## config.mk

```make
export PLATFORM = sky130hd
export DESIGN_NAME = dual_servo_jog_controller
export DESIGN_NICKNAME = d
export VERILOG_FILES = /design/src/rtl/core/dsjc_pkg.sv /design/src/rtl/core/dsjc_jog_step.sv /design/src/rtl/core/dsjc_compare_map.sv /design/src/rtl/core/dual_servo_jog_controller.sv
export SDC_FILE = /design/constraint.sdc
export NUM_CORES = 1
export LEC_CHECK = 0
export ABC_AREA = 1
export BUFFER_PORTS_ARGS = -buffer_cell sky130_fd_sc_hd__buf_2
export CAP_MARGIN = 10
export CORE_ASPECT_RATIO = 0.6
export CORE_MARGIN = 10
export CORE_UTILIZATION = 47
export DETAILED_ROUTE_END_ITERATION = 10
export SLEW_MARGIN = 30
export SYNTH_ARGS = -nofsm -noshare
export SYNTH_HDL_FRONTEND = slang
export SYNTH_SLANG_ARGS = --single-unit
```

## constraint.sdc

```tcl
create_clock -name aclk -period 31.3 [get_ports aclk]
set_input_delay 4.695 -clock aclk [delete_from_list [all_inputs] [get_ports aclk]]
set_output_delay 4.695 -clock aclk [all_outputs]
set_load 0.005 [all_outputs]
```

## src/rtl/core/dsjc_pkg.sv

```systemverilog
`default_nettype none
// ----------------------------------------------------------------------------
// dsjc_pkg
// Shared types and constants of the dual servo jog controller.
// ----------------------------------------------------------------------------
package dsjc_pkg;

    // field widths
    localparam int ModeW    = 2;
    localparam int LevelW   = 11;
    localparam int AngleW   = 13;
    localparam int CfgAngW  = 12;
    localparam int CountW   = 16;
    localparam int CfgIdxW  = 2;
    localparam int SumW     = 15;

    typedef logic [ModeW-1:0]          mode_t;
    typedef logic signed [LevelW-1:0]  level_t;
    typedef logic signed [AngleW-1:0]  angle_t;
    typedef logic [CfgAngW-1:0]        cfg_ang_t;
    typedef logic [CountW-1:0]         count_t;
    typedef logic [CfgIdxW-1:0]        cfg_idx_t;
    typedef logic signed [SumW-1:0]    ang_sum_t;

    // operating modes
    localparam mode_t MODE_JOG  = 2'd0;
    localparam mode_t MODE_STOP = 2'd1;

    // configuration register indexes
    localparam cfg_idx_t REG_STEP_SIZE  = 2'd0;
    localparam cfg_idx_t REG_TRAVEL_LIM = 2'd1;
    localparam cfg_idx_t REG_HOME_RIGHT = 2'd2;
    localparam cfg_idx_t REG_HOME_LEFT  = 2'd3;

    // reset values of the configuration registers
    localparam cfg_ang_t STEP_SIZE_RST  = 12'd16;
    localparam cfg_ang_t TRAVEL_LIM_RST = 12'd2880;

    // remote level thresholds
    localparam level_t SWITCH_THRESHOLD = 11'sd600;
    localparam level_t WHEEL_THRESHOLD  = 11'sd100;

    // angle to counts: floor(angle*5/72), done as ((n + 72*300) >> 3) / 9 - 300
    localparam logic signed [16:0] DIV_OFFSET  = 17'sd21600;
    localparam logic [12:0]        RECIP_NINE  = 13'd7282;
    localparam logic signed [10:0] QUOT_OFFSET = 11'sd300;

    // per-servo stepping control
    typedef struct packed {
        logic     step;
        logic     increase;
    } jog_ctrl_t;

endpackage
`default_nettype wire

```

## src/rtl/core/dsjc_jog_step.sv

```systemverilog
`default_nettype none
// ----------------------------------------------------------------------------
// dsjc_jog_step
// Steps one servo angle up or down and clamps it to its travel window.
// ----------------------------------------------------------------------------
module dsjc_jog_step (
    input  wire dsjc_pkg::angle_t    angle,
    input  wire dsjc_pkg::cfg_ang_t  step_size,
    input  wire dsjc_pkg::jog_ctrl_t ctrl,
    input  wire dsjc_pkg::ang_sum_t  lo_bound,
    input  wire dsjc_pkg::ang_sum_t  hi_bound,
    output dsjc_pkg::angle_t         angle_next
);
    import dsjc_pkg::*;

    ang_sum_t angle_ext;
    ang_sum_t step_ext;
    ang_sum_t moved;
    ang_sum_t clamped;

    // add or subtract one step
    always_comb begin
        angle_ext = ang_sum_t'(angle);
        step_ext  = ang_sum_t'({1'b0, step_size});
        moved     = ctrl.increase ? (angle_ext + step_ext) : (angle_ext - step_ext);
    end

    // clamp to the window, upper bound first
    always_comb begin
        clamped = moved;
        if (clamped > hi_bound) begin
            clamped = hi_bound;
        end
        if (clamped < lo_bound) begin
            clamped = lo_bound;
        end
        angle_next = ctrl.step ? clamped[AngleW-1:0] : angle;
    end

endmodule
`default_nettype wire

```

## src/rtl/core/dsjc_compare_map.sv

```systemverilog
`default_nettype none
// ----------------------------------------------------------------------------
// dsjc_compare_map
// Maps a servo angle to a timer compare value around its home count.
// ----------------------------------------------------------------------------
module dsjc_compare_map (
    input  wire dsjc_pkg::angle_t angle,
    input  wire dsjc_pkg::count_t home,
    output dsjc_pkg::count_t      compare
);
    import dsjc_pkg::*;

    logic signed [16:0] scaled;
    logic signed [16:0] shifted;
    logic [12:0]        eighth;
    logic [25:0]        product;
    logic signed [10:0] quot;
    logic signed [17:0] total;

    // offset keeps the dividend positive so truncation is a floor
    always_comb begin
        scaled  = 17'(angle) * 17'sd5;
        shifted = scaled + DIV_OFFSET;
        eighth  = shifted[15:3];
        product = {13'd0, eighth} * {13'd0, RECIP_NINE};
        quot    = $signed({1'b0, product[25:16]}) - QUOT_OFFSET;
        total   = $signed({2'b00, home}) + 18'(quot);
    end

    // saturate to the counter range
    always_comb begin
        if (total < 18'sd0) begin
            compare = '0;
        end else if (total[17:16] != 2'b00) begin
            compare = '1;
        end else begin
            compare = total[15:0];
        end
    end

endmodule
`default_nettype wire

```

## src/rtl/core/dual_servo_jog_controller.sv

```systemverilog
`default_nettype none
// ----------------------------------------------------------------------------
// dual_servo_jog_controller
// Remote jog control of two servos producing timer compare values.
// ----------------------------------------------------------------------------
// Each item is one control tick. An item is captured in an input register and
// finished when it advances out of it: the angle step, clamp and angle-to-count
// scaling then update the servo state and load the result register; the input
// register frees in that same cycle, so one item per cycle is sustained while
// the result side keeps up. A jog or stop item gives one result holding both
// compare values; other modes give none and change nothing. Configuration
// writes are taken every cycle and must only be made while no item is in
// flight.
module dual_servo_jog_controller (
    input  wire                     aclk,
    input  wire                     aresetn,
    // configuration
    input  wire                     cfg_valid,
    output logic                    cfg_ready,
    input  wire dsjc_pkg::cfg_idx_t cfg_index,
    input  wire [15:0]              cfg_data,
    // input items
    input  wire                     s_valid,
    output logic                    s_ready,
    input  wire dsjc_pkg::mode_t    s_mode,
    input  wire dsjc_pkg::level_t   s_switch_level,
    input  wire dsjc_pkg::level_t   s_wheel_level,
    // result items
    output logic                    m_valid,
    input  wire                     m_ready,
    output dsjc_pkg::count_t        m_compare_right,
    output dsjc_pkg::count_t        m_compare_left
);
    import dsjc_pkg::*;

    // configuration registers
    cfg_ang_t step_size_reg;
    cfg_ang_t travel_limit_reg;
    count_t   home_right_reg;
    count_t   home_left_reg;

    // input stage
    logic     in_valid_reg;
    mode_t    mode_reg;
    level_t   switch_reg;
    level_t   wheel_reg;

    // servo state
    angle_t   angle_right_reg;
    angle_t   angle_left_reg;
    count_t   held_right_reg;
    count_t   held_left_reg;

    // result stage
    logic     m_valid_reg;
    count_t   compare_right_reg;
    count_t   compare_left_reg;

    logic      is_jog;
    logic      is_stop;
    logic      has_result;
    logic      advance;
    logic      pick_right;
    logic      pick_left;
    logic      wheel_up;
    logic      wheel_down;
    jog_ctrl_t ctrl_right;
    jog_ctrl_t ctrl_left;
    ang_sum_t  limit_pos;
    ang_sum_t  limit_neg;
    angle_t    angle_right_next;
    angle_t    angle_left_next;
    count_t    map_right;
    count_t    map_left;
    count_t    held_right_next;
    count_t    held_left_next;

    // configuration writes
    assign cfg_ready = 1'b1;

    always_ff @(posedge aclk) begin
        if (!aresetn) begin
            step_size_reg    <= STEP_SIZE_RST;
            travel_limit_reg <= TRAVEL_LIM_RST;
            home_right_reg   <= '0;
            home_left_reg    <= '0;
        end else if (cfg_valid && cfg_ready) begin
            case (cfg_index)
                REG_STEP_SIZE:  step_size_reg    <= cfg_data[CfgAngW-1:0];
                REG_TRAVEL_LIM: travel_limit_reg <= cfg_data[CfgAngW-1:0];
                REG_HOME_RIGHT: home_right_reg   <= cfg_data;
                REG_HOME_LEFT:  home_left_reg    <= cfg_data;
                default: ;
            endcase
        end
    end

    // item decode
    always_comb begin
        is_jog     = (mode_reg == MODE_JOG);
        is_stop    = (mode_reg == MODE_STOP);
        has_result = is_jog || is_stop;
        advance    = in_valid_reg && (!has_result || !m_valid_reg || m_ready);
        s_ready    = !in_valid_reg || advance;
        pick_right = (switch_reg >= -SWITCH_THRESHOLD);
        pick_left  = (switch_reg <= SWITCH_THRESHOLD);
        wheel_up   = (wheel_reg > WHEEL_THRESHOLD);
        wheel_down = (wheel_reg < -WHEEL_THRESHOLD);
        ctrl_right.step     = is_jog && pick_right && (wheel_up || wheel_down);
        ctrl_right.increase = wheel_down;
        ctrl_left.step      = is_jog && pick_left && (wheel_up || wheel_down);
        ctrl_left.increase  = wheel_up;
        limit_pos  = ang_sum_t'({1'b0, travel_limit_reg});
        limit_neg  = -limit_pos;
    end

    // input register
    always_ff @(posedge aclk) begin
        if (!aresetn) begin
            in_valid_reg <= 1'b0;
        end else if (s_ready) begin
            in_valid_reg <= s_valid;
        end
    end

    always_ff @(posedge aclk) begin
        if (s_valid && s_ready) begin
            mode_reg   <= s_mode;
            switch_reg <= s_switch_level;
            wheel_reg  <= s_wheel_level;
        end
    end

    // angle stepping, right servo in [0, limit], left in [-limit, 0]
    dsjc_jog_step u_step_right (
        .angle      (angle_right_reg),
        .step_size  (step_size_reg),
        .ctrl       (ctrl_right),
        .lo_bound   ('0),
        .hi_bound   (limit_pos),
        .angle_next (angle_right_next)
    );

    dsjc_jog_step u_step_left (
        .angle      (angle_left_reg),
        .step_size  (step_size_reg),
        .ctrl       (ctrl_left),
        .lo_bound   (limit_neg),
        .hi_bound   ('0),
        .angle_next (angle_left_next)
    );

    // angle to compare counts
    dsjc_compare_map u_map_right (
        .angle   (angle_right_next),
        .home    (home_right_reg),
        .compare (map_right)
    );

    dsjc_compare_map u_map_left (
        .angle   (angle_left_next),
        .home    (home_left_reg),
        .compare (map_left)
    );

    // held compare selection
    always_comb begin
        held_right_next = held_right_reg;
        held_left_next  = held_left_reg;
        if (is_stop) begin
            held_right_next = home_right_reg;
            held_left_next  = home_left_reg;
        end else begin
            if (ctrl_right.step) begin
                held_right_next = map_right;
            end
            if (ctrl_left.step) begin
                held_left_next = map_left;
            end
        end
    end

    // servo state update
    always_ff @(posedge aclk) begin
        if (!aresetn) begin
            angle_right_reg <= '0;
            angle_left_reg  <= '0;
            held_right_reg  <= '0;
            held_left_reg   <= '0;
        end else if (advance && has_result) begin
            angle_right_reg <= angle_right_next;
            angle_left_reg  <= angle_left_next;
            held_right_reg  <= held_right_next;
            held_left_reg   <= held_left_next;
        end
    end

    // result register
    always_ff @(posedge aclk) begin
        if (!aresetn) begin
            m_valid_reg <= 1'b0;
        end else if (advance && has_result) begin
            m_valid_reg <= 1'b1;
        end else if (m_ready) begin
            m_valid_reg <= 1'b0;
        end
    end

    always_ff @(posedge aclk) begin
        if (advance && has_result) begin
            compare_right_reg <= held_right_next;
            compare_left_reg  <= held_left_next;
        end
    end

    assign m_valid         = m_valid_reg;
    assign m_compare_right = compare_right_reg;
    assign m_compare_left  = compare_left_reg;

    // right angle never below zero, left angle never above zero
    a_angle_window: assert property (@(posedge aclk) disable iff (!aresetn)
        !angle_right_reg[AngleW-1] && (angle_left_reg[AngleW-1] || angle_left_reg == '0))
        else $error("servo angle left its travel window");

    // a stop item recentres both held compares
    a_stop_home: assert property (@(posedge aclk) disable iff (!aresetn)
        (advance && is_stop) |=> (held_right_reg == $past(home_right_reg)
                                  && held_left_reg == $past(home_left_reg)))
        else $error("stop item did not return compares to home");

    // an item with no result never loads the result register
    a_no_result: assert property (@(posedge aclk) disable iff (!aresetn)
        (advance && !has_result && !m_valid_reg) |=> !m_valid_reg)
        else $error("result raised for an item of another mode");

    // the result shown matches the held compares
    a_result_held: assert property (@(posedge aclk) disable iff (!aresetn)
        m_valid_reg |-> (compare_right_reg == held_right_reg
                         && compare_left_reg == held_left_reg))
        else $error("result differs from held compare state");

endmodule
`default_nettype wire
```

==> results of run 1 <==
## cells in the final DEF (no fill, tap or decap), types with 8 or more instances in the layout
master / Yosys / layout
a21o_1: 18 / 18
a21oi_1: 217 / 217
a21oi_2: 22 / 22
a31oi_1: 10 / 10
buf_2: 13 / 80
clkbuf_16: 0 / 17
dfxtp_1: 116 / 116
edfxtp_1: 56 / 56
fa_1: 79 / 79
ha_1: 276 / 276
inv_1: 447 / 447
nand2_1: 480 / 480
nand2_2: 36 / 36
nand3_1: 132 / 132
nand3b_1: 9 / 9
nand4_1: 19 / 19
nor2_1: 136 / 133
nor3_1: 14 / 14
o211ai_1: 18 / 18
o21a_1: 10 / 10
o21ai_0: 157 / 157
o21bai_1: 11 / 11
o31ai_1: 8 / 8
xnor2_1: 43 / 43
xor2_1: 61 / 61
## final cells by class
cell class              instances  area (um^2)
well taps                     522          653
multi-input cells            1821        12700
fillers                      3818        19000
clock inverters                14          174
flip-flops and latches        172         4000
clock buffers                  18          429
inverters                     452         1700
repair buffers                 88          464
## synth_stat cells, types with 13 or more instances
cell type	n	area, um^2
inv_1	447	1680
o211ai_1	18	135
buf_2	13	65.1
ha_1	276	3450
a21oi_1	217	1090
fa_1	79	1580
nand4_1	19	119
dfxtp_1	116	2320
nand2_1	480	1800
edfxtp_1	56	1680
clkbuf_1	41	154
a21o_1	18	135
nor3_1	14	70.1
nand3_1	132	661
nor2_1	136	510
o21ai_0	157	786
a21oi_2	22	193
xor2_1	61	534
xnor2_1	43	377
nand2_2	36	225
## critical path, delay by kind of cell (launching register included)
| family | cells | cell delay (ns) |
|---|---|---|
| flip-flops | 1 | 0.38 |
| AO/OA/AOI/OAI | 20 | 3.83 |
| adder cells (fa/ha/maj) | 15 | 4.98 |
| buffers and inverters | 12 | 1.04 |
| XOR/XNOR | 4 | 1.22 |
| AND/OR/NAND/NOR | 29 | 4.11 |
## per-stage QoR
step	instance area, um^2	util (%)	instances	worst slack (ns)	hold WS, ns
detailed placement	19500	49.9	3055	15.88	0.470
CTS	20100	51.4	3087	15.79	0.481
finish	20100	51.4	3087	15.60	0.481
floorplan	18700	-	2509	18.38	0.448
global route	20100	51.4	3087	14.16	0.499
global placement	19500	49.9	3055	15.82	0.466
## path summary, 6_finish.rpt
path / startpoint / endpoint / slack (ns) / depth (start not counted)
hold reg to reg: home_right_reg[0] / home_right_reg[0] / 0.48 / 2
setup / recovery: step_size_reg[0] / m_compare_left[5] / 15.60 / 80
hold / removal: home_right_reg[0] / home_right_reg[0] / 0.48 / 2
setup reg to reg: step_size_reg[0] / m_compare_left[5] / 15.60 / 80
## logic make-up (layout without fill, tap and decap cells)
logic type | Yosys count | after routing
and+or+nand+nor | 857 | 857
buffers and inverters | 516 | 572
AOI/OAI and AO/OA | 494 | 494
adders and majority gates | 355 | 355
DFF | 172 | 172
xor gates and xnor gates | 114 | 114
other | 1 | 1
## per-layer routing
| metal | part of all wire [%] | wire length [um] | vias up | global-route usage [%] |
|---|---|---|---|---|
| li1 | - | - | 8267 | - |
| met5 | 0 | 0 | - | 0 |
| met1 | 55 | 29000 | 7413 | 35.2 |
| met4 | 0.48 | 252 | 0 | 2.64 |
| met2 | 38 | 19700 | 495 | 29.2 |
| met3 | 6.9 | 3610 | 21 | 3.64 |
==> summary.txt, run 1 <==
Yosys
  • Post-synthesis sequential area ratio: between 20 and 25%
  • Post-synth top flop: dfxtp_1
  • Synthesized cell area: between 0.015 and 0.02 mm^2
  • Post-synthesis xor/xnor area fraction: 5.92%
  • Async S/R FF share, synth: 0%
  • Syn Nets: slightly below 3k
  • Number of synthesized flops with an enable pin: 56
  • Synth Area in Simple Gates: 20.0%
  • Synthesized area per cell: 7.45 um^2
  • Compound-Gate Fraction of Synth Area: between 10% and 20%
  • Post-synthesis mux area share: 0%
  • Main combinational cell family by area after synthesis: adder cells
  • Adder-cell share of the synthesized area: a little over a quarter
  • Yosys reg bits: roughly 170
  • Yosys cell types: 60
  • Yosys warnings: 0
  • Post-synthesis cell count: 2509

Drt
  • Routed WL: about 53 mm
  • Via Count: between 15k and 20k
  • TritonRoute pass-1 iters: 6
  • Residual DRC: 0
  • Final antenna-violating net count: 0
  • Initial detailed-routing violation count: between 1.5k and 2k
  • Routed len/inst: between 15 and 20 um
  • Average vias per placed instance: 5.25

Final layout
  • Nets: roughly 3.0k
  • Synth-to-layout area growth: 7.74%
  • Fraction of layout cells with a size suffix above 1: 8.65%
  • Antenna Cells: 0

Die
  • Initial Util: between 40% and 50%
  • Num ports: 82
  • Die X: between 200 and 300 um
  • DIE HEIGHT: between 150 and 200 um
  • Die ar.: 0.0484 mm^2
  • Cell row count: 56
  • CORE AREA: about 0.04 mm^2

Critical path
  • Startpoint type of the worst setup path: flop
  • Crit-path max FO: 16
  • Crit. End Element: flop
  • Critical setup path kind: reg2reg
  • Crit-path most repeated cell: nand2_1
  • Crit path DAT: around 16 ns
  • Worst path slowest cell: xor2_1
  • Crit path required time: between 30 and 40 ns
  • Slowest stage delay, CP: between 0.6 and 0.7 ns

Timing
  • Number of failing hold endpoints at the final stage: 0
  • Skew final: between 0.015 and 0.02 ns
  • Crit path time final: 15.70 ns
  • RSZ-0062 raised after global routing: no
  • Setup_tns: 0 ns
  • Worst Tran Pin Value: roughly 1.0 ns
  • Slew headroom: 30.2%
  • Final setup fails: 0
  • Final period util: between 50% and 60%
  • Fmax: 63.7 MHz
  • Final Max Tran Viols: 0

Status
  • Status: finished clean

Global routing
  • Grt total ovfl: 0
  • Largest net degree at the start of global routing: 84
  • Vias in the first global route: ~15k
  • Total GRT Usage: a little over a fifth
  • Initial antenna violation count: 1
  • First-pass GRT wire length: between 80 and 90 mm

Placement
  • Placer's final routability congestion estimate: roughly 0.94
  • Detailed Place HPWL: approximately 43 mm
  • Port Buf Inserts: 80

Min path
  • Min-delay worst type: reg2reg

Clocking
  • CTS Root Cell: clkbuf_16
  • Clock Tree Buf Depth: 2
  • Post-CTS sizing: 0
  • Hold-fix buffers, CTS: 0
  • Setup bufs post-CTS: 0
  • Clk slew on worst S/H paths: 0.08 ns
  • CTS tree: built
  • CTS Sinks: roughly 170
  • CTS H-tree lvls: 4
  • Total CTS buffers: 17
  • Clk Latency, worst-skew pair: about 0.46 ns

Run
  • Max_cap viols: 0
Power of run 1 is left out: the tool's default activity adds up to more than one toggle a clock period on the data nets, which glitch-free logic cannot reach.
==> run 2: changes to the inputs <==
Settings changed: PLACE_DENSITY from default to 0.66.
Clock period 31.3 ns to 13.16 ns, I/O delays scaled along.
==> summary.txt, run 2 (same netlist as run 1, synthesis figures left out) <==
Final layout
  • Commonest non-fill, non-tap cell in the layout: inv_1 (was nand2_1)
  • Non-filler cells, final: 3474 (was 3087)
  • Final instance area: 0.0256 mm^2 (was 0.0201 mm^2)
  • Number of fill cells: 3201 (was 3818)
  • Fraction of layout cells with a size suffix above 1: 34.1% (was 8.65%)
  • Most frequent cells in the layout: inv_1, nand2_1, buf_4 (was nand2_1, inv_1, ha_1)
  • Nets: 3339 (was 2954)
  • Synth-to-layout area growth: 37.0% (was 7.74%)
  • Area of the multi-input gates: 0.0151 mm^2 (was 0.0127 mm^2)
  • Sequential cell area: 0.00401 mm^2 (was 0.00400 mm^2)

Drt
  • Routed WL: 61.0 mm (was 52.6 mm)
  • Initial detailed-routing violation count: 1710 (was 1545)
  • Average vias per placed instance: 5.36 (was 5.25)
  • Residual DRC: 0 (unchanged)
  • TritonRoute pass-1 iters: 5 (was 6)
  • Final antenna-violating net count: 0 (unchanged)
  • Routed len/inst: 17.6 um (was 17.0 um)
  • Via Count: 18.6k (was 16.2k)

Die
  • Initial Util: 47.7% (unchanged)
  • Cell row count: 56 (unchanged)
  • DIE HEIGHT: 174 um (unchanged)
  • Die ar.: 0.0484 mm^2 (unchanged)
  • Num ports: 82 (unchanged)
  • Die X: 277 um (unchanged)
  • CORE AREA: 0.0392 mm^2 (unchanged)

Clocking
  • CTS H-tree lvls: 4 (unchanged)
  • Total CTS buffers: 17 (unchanged)
  • Clk Latency, worst-skew pair: 0.47 ns (was 0.46 ns)
  • CTS tree: built (unchanged)
  • CTS Sinks: 172 (unchanged)
  • CTS Root Cell: clkbuf_16 (unchanged)
  • Clk slew on worst S/H paths: 0.08 ns (about the same)
  • Clock Tree Buf Depth: 2 (unchanged)

Global routing
  • Vias in the first global route: 17.1k (was 15.4k)
  • First-pass GRT wire length: 91.1 mm (was 85.2 mm)
  • Largest net degree at the start of global routing: 83 (was 84)
  • Total GRT Usage: 23.1% (was 21.7%)
  • Initial antenna violation count: 3 (was 1)
  • Grt total ovfl: 0 (unchanged)

Critical path
  • Worst path slowest cell: fa_2 (was xor2_1)
  • Slowest stage delay, CP: 0.56 ns (was 0.62 ns)
  • Crit path DAT: 13.29 ns (was 16.03 ns)
  • CP endpoint: m_compare_left[14] (was m_compare_left[5])
  • CP delay by family, top: adder cells (unchanged)
  • CP startpoint: step_size_reg[3] (was step_size_reg[0])
  • Buffers & Inverters on Critical Path: 18 (was 12)
  • Register-to-Register Setup Slack: 0.09 ns (was 15.60 ns)
  • Critical Path Stages: 86 (was 80)
  • Crit path required time: 13.38 ns (was 31.63 ns)
  • Crit-path max FO: 7 (was 16)
  • Crit. End Element: flop (unchanged)
  • Startpoint type of the worst setup path: flop (unchanged)
  • Reg-to-Reg End: m_compare_left[14] (was m_compare_left[5])
  • Critical setup path kind: reg2reg (unchanged)
  • Worst Reg2Reg Path Length in Cells: 86 (was 80)
  • Reg-to-reg startpoint: step_size_reg[3] (was step_size_reg[0])

Placement
  • Port Buf Inserts: 80 (unchanged)
  • Placer's final routability congestion estimate: 0.976 (was 0.940)
  • DP Area: 0.0219 mm^2 (was 0.0195 mm^2)
  • Placed insts: 3362 (was 3055)
  • Detailed Place HPWL: 45.9 mm (was 43.1 mm)

Timing
  • Final setup fails: 0 (unchanged)
  • Final period util: 99.3% (was 50.2%)
  • RSZ-0062 raised after global routing: yes (was no)
  • Skew final: 0.00966 ns (was 0.0169 ns)
  • Hold slack: 0.486 ns (was 0.481 ns)
  • Fmax: 76.5 MHz (was 63.7 MHz)
  • Number of failing hold endpoints at the final stage: 0 (unchanged)
  • Final Max Tran Viols: 0 (unchanged)
  • Crit path time final: 13.07 ns (was 15.70 ns)
  • Slew headroom: 34.8% (was 30.2%)
  • Worst Tran Pin Value: 0.977 ns (was 1.05 ns)
  • Setup_tns: 0 ns (unchanged)

Min path
  • Hold Path Origin: home_left_reg[4] (was home_right_reg[0])
  • Min-delay worst type: reg2reg (unchanged)

Run
  • Max_cap viols: 0 (unchanged)

Status
  • Status: finished clean (unchanged)
-- run 2: changes by cell type in the layout (fill, tap and decap cells not counted), moves of 25 or more --
| cell | change |
|---|---|
| nand2_2 | +63 |
| buf_4 | +359 |
| nand3_1 | -25 |
| ha_1 | -73 |
| nand2_1 | -86 |
| o21ai_2 | +25 |
| inv_1 | -45 |
| a21oi_2 | +52 |
| o21ai_0 | -38 |
| inv_2 | +36 |
| ha_4 | +66 |
| a21oi_1 | -61 |
-- run 2: what timing repair did --
action	4_1_cts	5_1_grt
pin swaps	35	184
resized for setup	128	431
endpoints found under the setup margin	64	64
buffers inserted	20	55
hold buffers	0	0
cloned	2	4
-- run 2: worst min-delay path by stage --
| stage | endpoint | slack (ns) | cells after the start |
|---|---|---|---|
| 2_1_floorplan | home_left_reg[0] | 0.45 | 2 |
| 3_3_place_gp | home_right_reg[2] | 0.46 | 2 |
| 3_5_place_dp | home_left_reg[13] | 0.47 | 2 |
| 4_1_cts | home_right_reg[13] | 0.49 | 2 |
| 5_1_grt | home_right_reg[0] | 0.51 | 2 |
| 6_report | home_left_reg[4] | 0.49 | 2 |
-- run 2: through the flow --
step | setup slack [ns] | util (%)
6_report | 0.0918 | 65.4
5_1_grt | -0.464 | 65.4
4_1_cts | 0.000749 | 59.3
3_5_place_dp | -1.08 | 55.8
3_3_place_gp | -0.966 | 55.8
2_1_floorplan | 0.236 | -
-- run 2: routing by layer --
metal	GRT usage (%)	wire length [um]
met5	0	0
met4	3.88	678
met3	5.92	5090
met2	32.8	25700
met1	34.6	29600
-- run 2: final cells by class --
class	count	share of cell area (%)
clock buffers	18	1.68
diodes	2	0.0195
inverters	452	6.79
multi-input cells	1821	58.9
repair buffers	470	13.6
clock inverters	14	0.777
repair inverters	3	0.0977
flip-flops and latches	172	15.7
well taps	522	2.55
-- run 2: worst min-delay path: cells and delay by family (launching register included) --
| kind | cells | cell delay [ns] |
|---|---|---|
| flops | 1 | 0.32 |
| buf+inv | 1 | 0.07 |
| compound gates | 1 | 0.06 |
Power of run 2 is left out for the same reason.
